--- src/hw/rtl/gbrm_pkg.sv ---
`timescale 1ns / 1ps
package gbrm_pkg;

  localparam int ROWS_DEF      = 40;
  localparam int COLS_DEF      = 60;
  localparam int MAX_STEPS_DEF = 4096;

  // Quotient bits delivered by the divider
  localparam int QB = 18;

  localparam logic [15:0] STEP_Q16  = 16'd6554;
  localparam logic [15:0] SLOPE_Q16 = 16'd13107;

  // Configuration register indexes
  localparam logic [2:0] CFG_HOLE_X      = 3'd0;
  localparam logic [2:0] CFG_HOLE_Y      = 3'd1;
  localparam logic [2:0] CFG_HOLE_Z      = 3'd2;
  localparam logic [2:0] CFG_HOLE_RADIUS = 3'd3;
  localparam logic [2:0] CFG_RING_INNER  = 3'd4;
  localparam logic [2:0] CFG_RING_OUTER  = 3'd5;
  localparam logic [2:0] CFG_RING_THICK  = 3'd6;
  localparam logic [2:0] CFG_GRAVITY     = 3'd7;

  // Pixel classes
  localparam logic [1:0] CLS_HOLE    = 2'd0;
  localparam logic [1:0] CLS_RING    = 2'd1;
  localparam logic [1:0] CLS_ESCAPED = 2'd2;
  localparam logic [1:0] CLS_LIMIT   = 2'd3;

  typedef enum logic [5:0] {
    U_NOP, U_LOAD, U_MUL_RR, U_SET_RR, U_MUL_IR, U_SET_IR, U_MUL_ER, U_SET_ER,
    U_MUL_RXX, U_ACC_LD, U_MUL_RYY, U_ACC_ADD, U_MUL_RZZ, U_SET_D2, U_BR_D2Z,
    U_SQRT_D2, U_DIV_FORCE, U_DIV_RX, U_MUL_QF, U_UPD_DX, U_DIV_RY, U_UPD_DY,
    U_DIV_RZ, U_UPD_DZ, U_MUL_DXX, U_MUL_DYY, U_MUL_DZZ, U_SQRT_M, U_BR_MZ,
    U_DIV_DX, U_NRM_DX, U_DIV_DY, U_NRM_DY, U_DIV_DZ, U_NRM_DZ, U_MUL_SX,
    U_ADV_X, U_MUL_SY, U_ADV_Y, U_MUL_SZ, U_ADV_Z, U_MUL_EXX, U_MUL_EZZ,
    U_SET_SXZ, U_MUL_EYY, U_MUL_TILT, U_CLASSIFY, U_BR_END
  } uop_t;

  // Branch targets of the microprogram
  localparam logic [5:0] PC_LOOP = 6'd7;
  localparam logic [5:0] PC_NORM = 6'd26;
  localparam logic [5:0] PC_ADV  = 6'd40;

  typedef struct packed {
    uop_t op;
    logic take_in;
    logic out_load;
  } gbrm_cmd_t;

  typedef struct packed {
    logic d2_zero;
    logic mag_zero;
    logic hit;
    logic unit_done;
  } gbrm_stat_t;

  function automatic uop_t uop_at(input logic [5:0] pc);
    uop_t u;
    unique case (pc)
      6'd0:  u = U_LOAD;
      6'd1:  u = U_MUL_RR;
      6'd2:  u = U_SET_RR;
      6'd3:  u = U_MUL_IR;
      6'd4:  u = U_SET_IR;
      6'd5:  u = U_MUL_ER;
      6'd6:  u = U_SET_ER;
      6'd7:  u = U_MUL_RXX;
      6'd8:  u = U_ACC_LD;
      6'd9:  u = U_MUL_RYY;
      6'd10: u = U_ACC_ADD;
      6'd11: u = U_MUL_RZZ;
      6'd12: u = U_ACC_ADD;
      6'd13: u = U_SET_D2;
      6'd14: u = U_BR_D2Z;
      6'd15: u = U_SQRT_D2;
      6'd16: u = U_DIV_FORCE;
      6'd17: u = U_DIV_RX;
      6'd18: u = U_MUL_QF;
      6'd19: u = U_UPD_DX;
      6'd20: u = U_DIV_RY;
      6'd21: u = U_MUL_QF;
      6'd22: u = U_UPD_DY;
      6'd23: u = U_DIV_RZ;
      6'd24: u = U_MUL_QF;
      6'd25: u = U_UPD_DZ;
      6'd26: u = U_MUL_DXX;
      6'd27: u = U_ACC_LD;
      6'd28: u = U_MUL_DYY;
      6'd29: u = U_ACC_ADD;
      6'd30: u = U_MUL_DZZ;
      6'd31: u = U_ACC_ADD;
      6'd32: u = U_SQRT_M;
      6'd33: u = U_BR_MZ;
      6'd34: u = U_DIV_DX;
      6'd35: u = U_NRM_DX;
      6'd36: u = U_DIV_DY;
      6'd37: u = U_NRM_DY;
      6'd38: u = U_DIV_DZ;
      6'd39: u = U_NRM_DZ;
      6'd40: u = U_MUL_SX;
      6'd41: u = U_ADV_X;
      6'd42: u = U_MUL_SY;
      6'd43: u = U_ADV_Y;
      6'd44: u = U_MUL_SZ;
      6'd45: u = U_ADV_Z;
      6'd46: u = U_MUL_EXX;
      6'd47: u = U_ACC_LD;
      6'd48: u = U_MUL_EZZ;
      6'd49: u = U_ACC_ADD;
      6'd50: u = U_SET_SXZ;
      6'd51: u = U_MUL_EYY;
      6'd52: u = U_ACC_ADD;
      6'd53: u = U_MUL_TILT;
      6'd54: u = U_CLASSIFY;
      6'd55: u = U_BR_END;
      default: u = U_NOP;
    endcase
    return u;
  endfunction

  // Ops that launch the divider or the root unit and wait for it
  function automatic logic uop_is_unit(input uop_t u);
    return (u == U_SQRT_D2) || (u == U_SQRT_M) || (u == U_DIV_FORCE) ||
           (u == U_DIV_RX) || (u == U_DIV_RY) || (u == U_DIV_RZ) ||
           (u == U_DIV_DX) || (u == U_DIV_DY) || (u == U_DIV_DZ);
  endfunction

  // Drop 16 fraction bits, rounding toward zero
  function automatic logic signed [35:0] trunc16(input logic signed [51:0] p);
    logic signed [35:0] s;
    s = p[51:16];
    if (p[51] && (p[15:0] != 16'd0)) s = s + 36'sd1;
    return s;
  endfunction

  function automatic logic signed [17:0] sat_dir(input logic signed [19:0] v);
    logic signed [17:0] s;
    if (v > 20'sd131071) s = 18'sd131071;
    else if (v < -20'sd131072) s = -18'sd131072;
    else s = v[17:0];
    return s;
  endfunction

  function automatic logic signed [23:0] sat_pos(input logic signed [25:0] v);
    logic signed [23:0] s;
    if (v > 26'sd8388607) s = 24'sd8388607;
    else if (v < -26'sd8388608) s = -24'sd8388608;
    else s = v[23:0];
    return s;
  endfunction

endpackage

--- src/hw/rtl/gbrm_ctrl.sv ---
`timescale 1ns / 1ps
module gbrm_ctrl
  import gbrm_pkg::*;
#(
  parameter int MAX_STEPS = MAX_STEPS_DEF
) (
  input  logic       clk,
  input  logic       rst_n,
  input  logic       in_valid,
  output logic       in_stall,
  output logic       out_valid,
  input  logic       out_stall,
  output gbrm_cmd_t  cmd,
  input  gbrm_stat_t stat
);

  localparam int SW = $clog2(MAX_STEPS);

  typedef enum logic [3:0] {
    S_IDLE = 4'b0001,
    S_EXEC = 4'b0010,
    S_WAIT = 4'b0100,
    S_DONE = 4'b1000
  } state_t;

  state_t        state_r, state_nxt;
  logic [5:0]    pc_r, pc_nxt;
  logic [SW-1:0] step_r, step_nxt;
  logic          ov_r, ov_nxt;
  uop_t          op;
  logic          take, load;

  assign op   = uop_at(pc_r);
  assign take = (state_r == S_IDLE) && in_valid;
  assign load = (state_r == S_DONE) && (!ov_r || !out_stall);

  // Sequence the microprogram
  always_comb begin
    state_nxt = state_r;
    pc_nxt    = pc_r;
    step_nxt  = step_r;
    unique case (state_r)
      S_IDLE: begin
        if (in_valid) begin
          state_nxt = S_EXEC;
          pc_nxt    = '0;
          step_nxt  = '0;
        end
      end
      S_EXEC: begin
        pc_nxt = pc_r + 6'd1;
        if (op == U_BR_D2Z && stat.d2_zero) begin
          pc_nxt = PC_NORM;
        end else if (op == U_BR_MZ && stat.mag_zero) begin
          pc_nxt = PC_ADV;
        end else if (op == U_BR_END) begin
          if (stat.hit || step_r == SW'(MAX_STEPS - 1)) begin
            state_nxt = S_DONE;
          end else begin
            step_nxt = step_r + 1'b1;
            pc_nxt   = PC_LOOP;
          end
        end else if (uop_is_unit(op)) begin
          state_nxt = S_WAIT;
        end
      end
      S_WAIT: begin
        if (stat.unit_done) state_nxt = S_EXEC;
      end
      S_DONE: begin
        if (!ov_r || !out_stall) state_nxt = S_IDLE;
      end
      default: state_nxt = S_IDLE;
    endcase
  end

  // Hold the result until taken
  always_comb begin
    ov_nxt = ov_r;
    if (ov_r && !out_stall) ov_nxt = 1'b0;
    if (load) ov_nxt = 1'b1;
  end

  always_ff @(posedge clk) begin
    if (!rst_n) begin
      state_r <= S_IDLE;
      pc_r    <= '0;
      step_r  <= '0;
      ov_r    <= 1'b0;
    end else begin
      state_r <= state_nxt;
      pc_r    <= pc_nxt;
      step_r  <= step_nxt;
      ov_r    <= ov_nxt;
    end
  end

  assign in_stall     = state_r != S_IDLE;
  assign out_valid    = ov_r;
  assign cmd.op       = (state_r == S_EXEC) ? op : U_NOP;
  assign cmd.take_in  = take;
  assign cmd.out_load = load;

endmodule

--- config.mk ---
export PLATFORM = sky130hd
export DESIGN_NAME = gbrm_ctrl
export DESIGN_NICKNAME = d
export VERILOG_FILES = /design/src/hw/rtl/gbrm_pkg.sv /design/src/hw/rtl/gbrm_ctrl.sv
export SDC_FILE = /design/constraint.sdc
export NUM_CORES = 1
export LEC_CHECK = 0
export ABC_AREA = 0
export BUFFER_PORTS_ARGS = -buffer_cell sky130_fd_sc_hd__buf_2
export CORE_MARGIN = 1.5
export CORE_UTILIZATION = 50
export CTS_CLUSTER_DIAMETER = 60
export DETAILED_ROUTE_END_ITERATION = 10
export PLACE_DENSITY = 0.69
export SYNTH_ARGS = -nofsm -noshare
export SYNTH_HDL_FRONTEND = slang
export SYNTH_SLANG_ARGS = --single-unit
--- constraint.sdc ---
create_clock -name clk -period 4.1 [get_ports clk]
set_clock_uncertainty 0.05 [all_clocks]
set_input_delay 0.41 -clock clk [delete_from_list [all_inputs] [get_ports clk]]
set_output_delay 0.41 -clock clk [all_outputs]
set_load 0.05 [all_outputs]
==> out/metrics.csv <==
stage,metric,value,unit
cts,h-tree-depth,2,
logic_synthesis,synthFlopType,dfxtp_1,
route,avgViaCountPerCell,5.82,
logic_synthesis,synth_largest_area_cell,dfxtp_1,
setup_path,crit_path_max_fanout,7,
placed_design,dp_hpwl,3.41,mm
cts,clockBufferDepth,2,
setup_path,crit_buf_inv,1,
cts,clock_latency,0.28,ns
cts,numCtsBuffers,5,
route,wl_per_cell,13.8,um
logic_synthesis,synth_area,1980,um^2
logic_synthesis,ys_ff_latch,29,
setup_path,slowest_stage,a21oi_1,
placed_design,portBuffers,17,
timing,rsz0062_at_grt,false,
route,drc,0,
route,drt-initial-drc-count,89,
global_routing,grt_pass1_vias,1572,
cts,clk_pin_slew_worst_paths,0.06,ns
run,drv_cap,0,
logic_synthesis,syn_avg_cell_area,7.94,um^2
worst_hold_path,hp-start,stat[0],
setup_path,crit_type,reg -> reg,
logic_synthesis,ys_warn_count,0,
route,first_pass_iters,4,
pwr,peakVddDrop,160,uV
cts,cts_setup_buffers,0,
pwr,powerDensity,289,nW/um^2
finish,final_nets,286,
logic_synthesis,async_flop_share,0,%
setup_path,path_cells,nand4b_2 -> or3_4 -> nor2_1 -> o211ai_1 -> a21oi_1 -> inv_1 -> ha_1 -> or3_1 -> nor2_1 -> xor2_1 -> o21ai_0,
finish,diodes,0,
logic_synthesis,synth_edf_count,0,
route,ant_nets,0,
timing,min_period,3.20,ns
timing,max_slew_margin,59.5,%
cts,cts_tree,done,
setup_path,reg2reg_depth,11,
worst_hold_path,min_path_cells,4,
cts,postCtsHoldBufs,0,
setup_path,crit_path_max_incr_delay,0.53,ns
route,drt_wl_total,4.36,mm
die,initial_core_util,53.0,%
logic_synthesis,synth_area_leaders,"dfxtp_1, ha_1, nand2_1",
setup_path,rrSetupSlack,0.90,ns
die,ios,18,
cts,root_buffer,clkbuf_8,
global_routing,grt_max_degree,13,
timing,tns,0,ns
finish,drive_gt1_share,15.2,%
global_routing,antenna_found_initial,0,
cts,cts_num_sinks,29,
logic_synthesis,yosysUniqueCellTypes,53,
setup_path,r2r-start,op[2],
outcome,outcome,"finished, final reports clean",
global_routing,grt_pass1_wl,7.07,mm
timing,fmax,0.312,GHz
logic_synthesis,synth_top_area_share,29.3,%
timing,setup_viol,0,
setup_path,cpMostUsedCell,nor2_1,
timing,fin_crit_sh,78.1,%
die,row_count,22,
setup_path,cp_top_family,simple AND/OR/NAND/NOR gates,
logic_synthesis,postSynthCellCount,250,
die,dieArea,4360,um^2
timing,hold_viol,0,
pwr,leakagePower,0.926,nW
setup_path,crit_arrival,3.29,ns
worst_hold_path,hold_class,in -> reg,
route,vias,1844,
logic_synthesis,yosysMostFrequentCell,dfxtp_1,
setup_path,end_kind,register,
finish,areaGrowthSynthToFinish,10.2,%
die,core,3740,um^2
global_routing,gr-total-overflow,0,
timing,worst_slew_pin_slew,0.601,ns
setup_path,r2r-end,op[3],
logic_synthesis,synthTopCellsByCount,"dfxtp_1, nand2_1, nor2_1, a21oi_1, o21ai_0",
cts,cts_resized,0,
setup_path,start_kind,register,
placed_design,globalplace.congestion,0.976,
die,die_x,66,um
logic_synthesis,synth_fp_nets,268,
timing,drv_slew,0,
finish,final_util,58.4,%
die,die_y,66,um
setup_path,crit_required,4.19,ns
global_routing,track_usage,20.9,%
logic_synthesis,ys_seq_area_share,29.3,%
worst_hold_path,whs_endpoint,state_r[2],
## area by class of cell
| cell class | count | area [um^2] |
|---|---|---|
| inverters | 16 | 60.1 |
| flip-flops and latches | 29 | 581 |
| clock buffers | 5 | 68.8 |
| repair buffers | 18 | 92.6 |
| multi-input cells | 198 | 1310 |
| fillers | 378 | 1560 |
| clock inverters | 3 | 17.5 |
| well taps | 48 | 60.1 |
## layout by cell type (no fill, tap or decap), drive strengths merged, types with 3 or more instances in the layout
cell type	Yosys	final
dfxtp	29	29
nand2	29	29
nor2	26	26
a21oi	18	18
buf	3	18
o21ai	16	16
inv	15	15
ha	10	10
and2	9	9
xor2	8	8
nand3	7	7
nor3	7	7
xnor2	6	6
mux2i	6	6
or3	6	6
nand4	5	5
clkbuf	4	5
nand2b	4	4
o22ai	4	4
o211ai	3	3
clkinv	1	3
## how the worst max path moves through the flow
stage | slack (ns) | depth (start not counted) | from | end
5_1_grt | 0.65 | 11 | op[2] | op[3]
4_1_cts | 0.93 | 11 | op[2] | op[3]
6_report | 0.90 | 11 | op[2] | op[3]
3_3_place_gp | 0.96 | 11 | op[2] | op[3]
3_5_place_dp | 0.95 | 11 | op[2] | op[3]
2_1_floorplan | 1.36 | 11 | op[4] | op[3]
## per-stage QoR
| step | area (um^2) | instances | setup slack, ns | hold WS [ns] | power, mW |
|---|---|---|---|---|---|
| 2_1_floorplan | 1980 | 250 | 1.36 | 0.420 | 0.392 |
| 3_3_place_gp | 2100 | 309 | 0.957 | 0.437 | 0.414 |
| 3_5_place_dp | 2100 | 309 | 0.946 | 0.446 | 0.416 |
| 4_1_cts | 2190 | 317 | 0.934 | 0.370 | 0.637 |
| 5_1_grt | 2190 | 317 | 0.650 | 0.404 | 0.660 |
| 6_report | 2190 | 317 | 0.899 | 0.377 | 0.633 |
## flip-flops by register name, indices dropped and copies added (netlist names)
name	cells
step_r	12
out_valid	1
pc_r	6
state_r	4
op	6
## layer usage
layer	wire, um	vias to the layer above	track usage (%)
met5	0	-	0
met4	52	0	6.89
met3	253	10	4.09
met2	2020	70	34.2
met1	2030	834	27.4
li1	-	930	-
## logic make-up (layout without fill, tap and decap cells)
| kind of cell | count (synthesis) | count (layout) | synth area share [%] |
|---|---|---|---|
| buffers and inverters | 23 | 42 | 4.92 |
| flip-flops | 29 | 29 | 29.3 |
| multiplexers | 8 | 8 | 4.35 |
| XOR/XNOR | 14 | 14 | 6.18 |
| adder cells (fa/ha/maj) | 10 | 10 | 6.31 |
| AND/OR/NAND/NOR | 107 | 107 | 28.9 |
| AO/OA/AOI/OAI | 59 | 59 | 20.1 |
## worst register-to-register path: stages, from the launching register on
cell and delay [ns]:
dfxtp_1 0.42, nand4b_2 0.18, or3_4 0.41, nor2_1 0.17, o211ai_1 0.14, a21oi_1 0.53, inv_1 0.14, ha_1 0.24
or3_1 0.42, nor2_1 0.15, xor2_1 0.15, o21ai_0 0.08
## power by group
group / leakage [nW] / internal (mW) / switching, mW
sequential: 0.234 / 0.290 / 0.0106
clock: 0.0439 / 0.117 / 0.106
combinational: 0.648 / 0.0387 / 0.0707
No activity file was read; power rests on OpenSTA's default activity.
